$ cat src/sv/rlfq_ram.sv
module rlfq_ram #(
  parameter int WIDTH = 8,
  parameter int DEPTH = 64
) (
  input  logic                     clk,
  input  logic                     we,
  input  logic [$clog2(DEPTH)-1:0] waddr,
  input  logic [WIDTH-1:0]         wdata,
  input  logic [$clog2(DEPTH)-1:0] raddr,
  output logic [WIDTH-1:0]         rdata
);

  logic [WIDTH-1:0] mem [DEPTH];

  // one write port, registered read port
  always_ff @(posedge clk) begin
    if (we) begin
      mem[waddr] <= wdata;
    end
    rdata <= mem[raddr];
  end

endmodule

$ cat config.mk
export PLATFORM = sky130hd
export DESIGN_NAME = rlfq_ram
export DESIGN_NICKNAME = d
export VERILOG_FILES = /design/src/sv/rlfq_ram.sv
export SDC_FILE = /design/constraint.sdc
export NUM_CORES = 1
export LEC_CHECK = 0
export BUFFER_PORTS_ARGS = -buffer_cell sky130_fd_sc_hd__buf_2
export CAP_MARGIN = 10
export CORE_ASPECT_RATIO = 0.9
export CORE_MARGIN = 2
export CORE_UTILIZATION = 35
export CTS_BUF_LIST = sky130_fd_sc_hd__clkbuf_8
export CTS_CLUSTER_SIZE = 40
export DETAILED_ROUTE_END_ITERATION = 8
export SLEW_MARGIN = 0
export SYNTH_ARGS = -nofsm -noshare
export SYNTH_HDL_FRONTEND = slang
export SYNTH_SLANG_ARGS = --single-unit
$ cat constraint.sdc
create_clock -name clk -period 1.9 [get_ports clk]
set_input_delay 0.095 -clock clk [delete_from_list [all_inputs] [get_ports clk]]
set_output_delay 0.095 -clock clk [all_outputs]
set_load 0.02 [all_outputs]
==> key figures <==
Timing
  – Hold Violations, Final: 0
  – Worst Tran Pin Value: 519 ps
  – Tcrit/Tclk final: 0.980
  – Max Slew Vio Count: 0
  – Final setup viols: 0
  – Worst Hold Slack: 64.6 ps
  – Max transition margin: 0.654
  – Fin crit period: 1860 ps
  – Worst Skew: 21.7 ps
  – Achievable Freq: 537 MHz

Clocking
  – Clock buffer depth: 3
  – CTS root buf: clkbuf_8
  – Clock-pin slew on the worst setup and hold paths: 60 ps
  – Post-CTS Setup Bufs: 0
  – Clock sink total: 520
  – CTS tree: done
  – H-tree depth: 3
  – CTS buffer count: 82
  – Worst skew pair latency: 660 ps

Finish
  – Fillers: 4939
  – Final instance area: 24400 um^2
  – Area Growth Syn to Fin: 20.8%
  – Share of cells above drive strength 1: 0.375
  – Net count, final: 1217

Global route
  – First-pass GRT wire length: 70.3 mm
  – GRT Util Overall: 0.163
  – Total grt overflow: 0
  – Number of global-route vias before repair: 10.8k
  – Initial antenna violation count: 2
  – Largest net degree at the start of global routing: 65

Detailed routing
  – Initial DRC Count: 1184
  – Pre-antenna DRT Iters: 5
  – Residual DRC count: 0
  – Vias: 10.4k
  – Routed vias/inst: 5.12
  – Final ANT Viol Nets: 0
  – Routed length per instance: 23.6 um
  – Final WL: 47.9 mm

Worst setup path
  – Crit. End Element: register
  – Crit Path Max Fanout: 1
  – Critical Path AT: 2410 ps
  – Flop2flop setup slack: 40 ps
  – Crit path launch type: register
  – Crit path kind: reg -> reg
  – WP data required: 2450 ps

Yosys
  – Syn avg cell area: 21.5 um^2
  – Top FF cell, synth: edfxtp_1
  – Asr flop ratio synth: 0
  – Flops & latches, synth: 520
  – Commonest cells in the netlist: edfxtp_1, mux4_2, nor2_1
  – Syn Nets: 962
  – Syn. warnings: 0
  – Register area share after synthesis: 0.770
  – Top cells by area, synth: edfxtp_1, mux4_2, nor2_1
  – Distinct cells, synth: 40
  – Synth Cell Area: 20200 um^2
  – Post-Synthesis Cells: 940
  – Top-area cell type share of the netlist area: 0.762
  – Post-synth EDFFs: 512
  – Most numerous cell in the Yosys netlist: edfxtp_1
  – Synth area leader: edfxtp_1

Run
  – Max Cap Viol: 0

Die
  – Die width: 257 um
  – Core Area: 57000 um^2
  – Io pins: 30
  – Die H: 232 um
  – Core Rows: 83
  – Initial Utilization: 0.354
  – Die ar.: 59600 um^2

Min path
  – Worst Hold Class: in -> reg

Pwr
  – PwrDens: 960 nW/um^2
  – Peak supply drop: 478 uV
  – Leak pwr: 0.00802 uW

Status
  – Status: complete, no violations

Placement
  – Routability cong.: 0.851
  – I/O Buffers: 29
  – Hpwl dp: 31.0 mm
  – Area after DPL: 22600 um^2
-- cells in the final DEF, fill, tap and decap left out, types with 3 or more instances in the layout --
| master | instances |
|---|---|
| diode_2 | 4 |
| o2bb2ai_1 | 3 |
| mux2i_1 | 23 |
| o221ai_1 | 8 |
| nor2b_1 | 14 |
| nor2_1 | 81 |
| a221oi_1 | 4 |
| nand3b_1 | 3 |
| mux2_2 | 13 |
| o2111ai_1 | 3 |
| inv_1 | 19 |
| clkbuf_8 | 86 |
| mux4_2 | 126 |
| nor3_1 | 6 |
| a22oi_1 | 3 |
| dfxtp_1 | 8 |
| clkinvlp_4 | 5 |
| clkinv_1 | 18 |
| nand3_1 | 13 |
| a21oi_1 | 3 |
| nand2b_1 | 7 |
| buf_12 | 22 |
| a211oi_1 | 4 |
| clkinv_2 | 14 |
| bufinv_16 | 5 |
| nand2_1 | 19 |
| edfxtp_1 | 512 |
| dlygate4sd3_1 | 10 |
| buf_2 | 26 |
| o22ai_1 | 8 |
| buf_4 | 163 |
-- worst paths after layout --
check	start	to	depth (start not counted)
worst min register to register	mem[31][4]	rdata[4]	3
worst min-delay path	waddr[1]	mem[49][1]	3
worst max-delay path	mem[11][2]	rdata[2]	5
worst max register to register	mem[11][2]	rdata[2]	5
-- routing by layer --
metal / vias to the layer above / track usage / share of wire
met2: 418 / 0.252 / 0.47
met5: - / 0 / 0
met3: 82 / 0.0477 / 0.087
met1: 5416 / 0.224 / 0.42
li1: 4458 / - / -
met4: 0 / 0.0461 / 0.020
-- layout make-up --
type	count	area, um^2	share of cell area
Clock inverter	63	414	0.0170
Antenna cell	4	10.0	0.000411
Clock buffer	85	1170	0.0480
Timing Repair Buffer	222	1910	0.0783
Tap cell	765	957	0.0393
Sequential cell	520	15500	0.638
Multi-Input combinational cell	369	4370	0.179
-- cell families after synthesis --
| kind of cell | synth area share |
|---|---|
| compound gates | 0.0207 |
| simple gates | 0.0339 |
| flops | 0.770 |
| mux | 0.159 |
| buf+inv | 0.0157 |
-- where the power goes --
part / switching, uW / total [uW] / leakage (uW) / internal [uW]
Clock: 4340 / 9200 / 0.000876 / 4860
Sequential: 47.4 / 12700 / 0.00467 / 12700
Combinational: 806 / 1450 / 0.00247 / 643
Total: 5190 / 23400 / 0.00802 / 18200
-- timing repair --
action                                  in CTS  in global routing
hold buffers                                10                  0
hold endpoints to repair                   355                  0
resized for setup                            9                  5
endpoints found under the setup margin       6                  4
-- through the flow --
step / setup WS (ps) / total power, uW / setup TNS [ps] / utilization / instances
floorplan: 137 / 13700 / 0 / - / 940
global placement: -492 / 14400 / -2400 / 0.397 / 1866
detailed placement: -466 / 14400 / -2400 / 0.397 / 1866
CTS: 18.4 / 23600 / 0 / 0.427 / 2024
global route: -0.187 / 24200 / -0.187 / 0.427 / 2024
finish: 38.9 / 23400 / 0 / 0.427 / 2028
-- critical path, stage by stage, from the launching register on --
cell	delay, ps
edfxtp_1	380
mux4_2	510
mux4_2	490
nor2_2	190
nor3_1	70
o2bb2ai_1	120
-- flip-flops by register name, summed over array words and instances, names as in the netlist --
register,cells
mem,512
rdata,8
(Power assumes the default switching activity.)
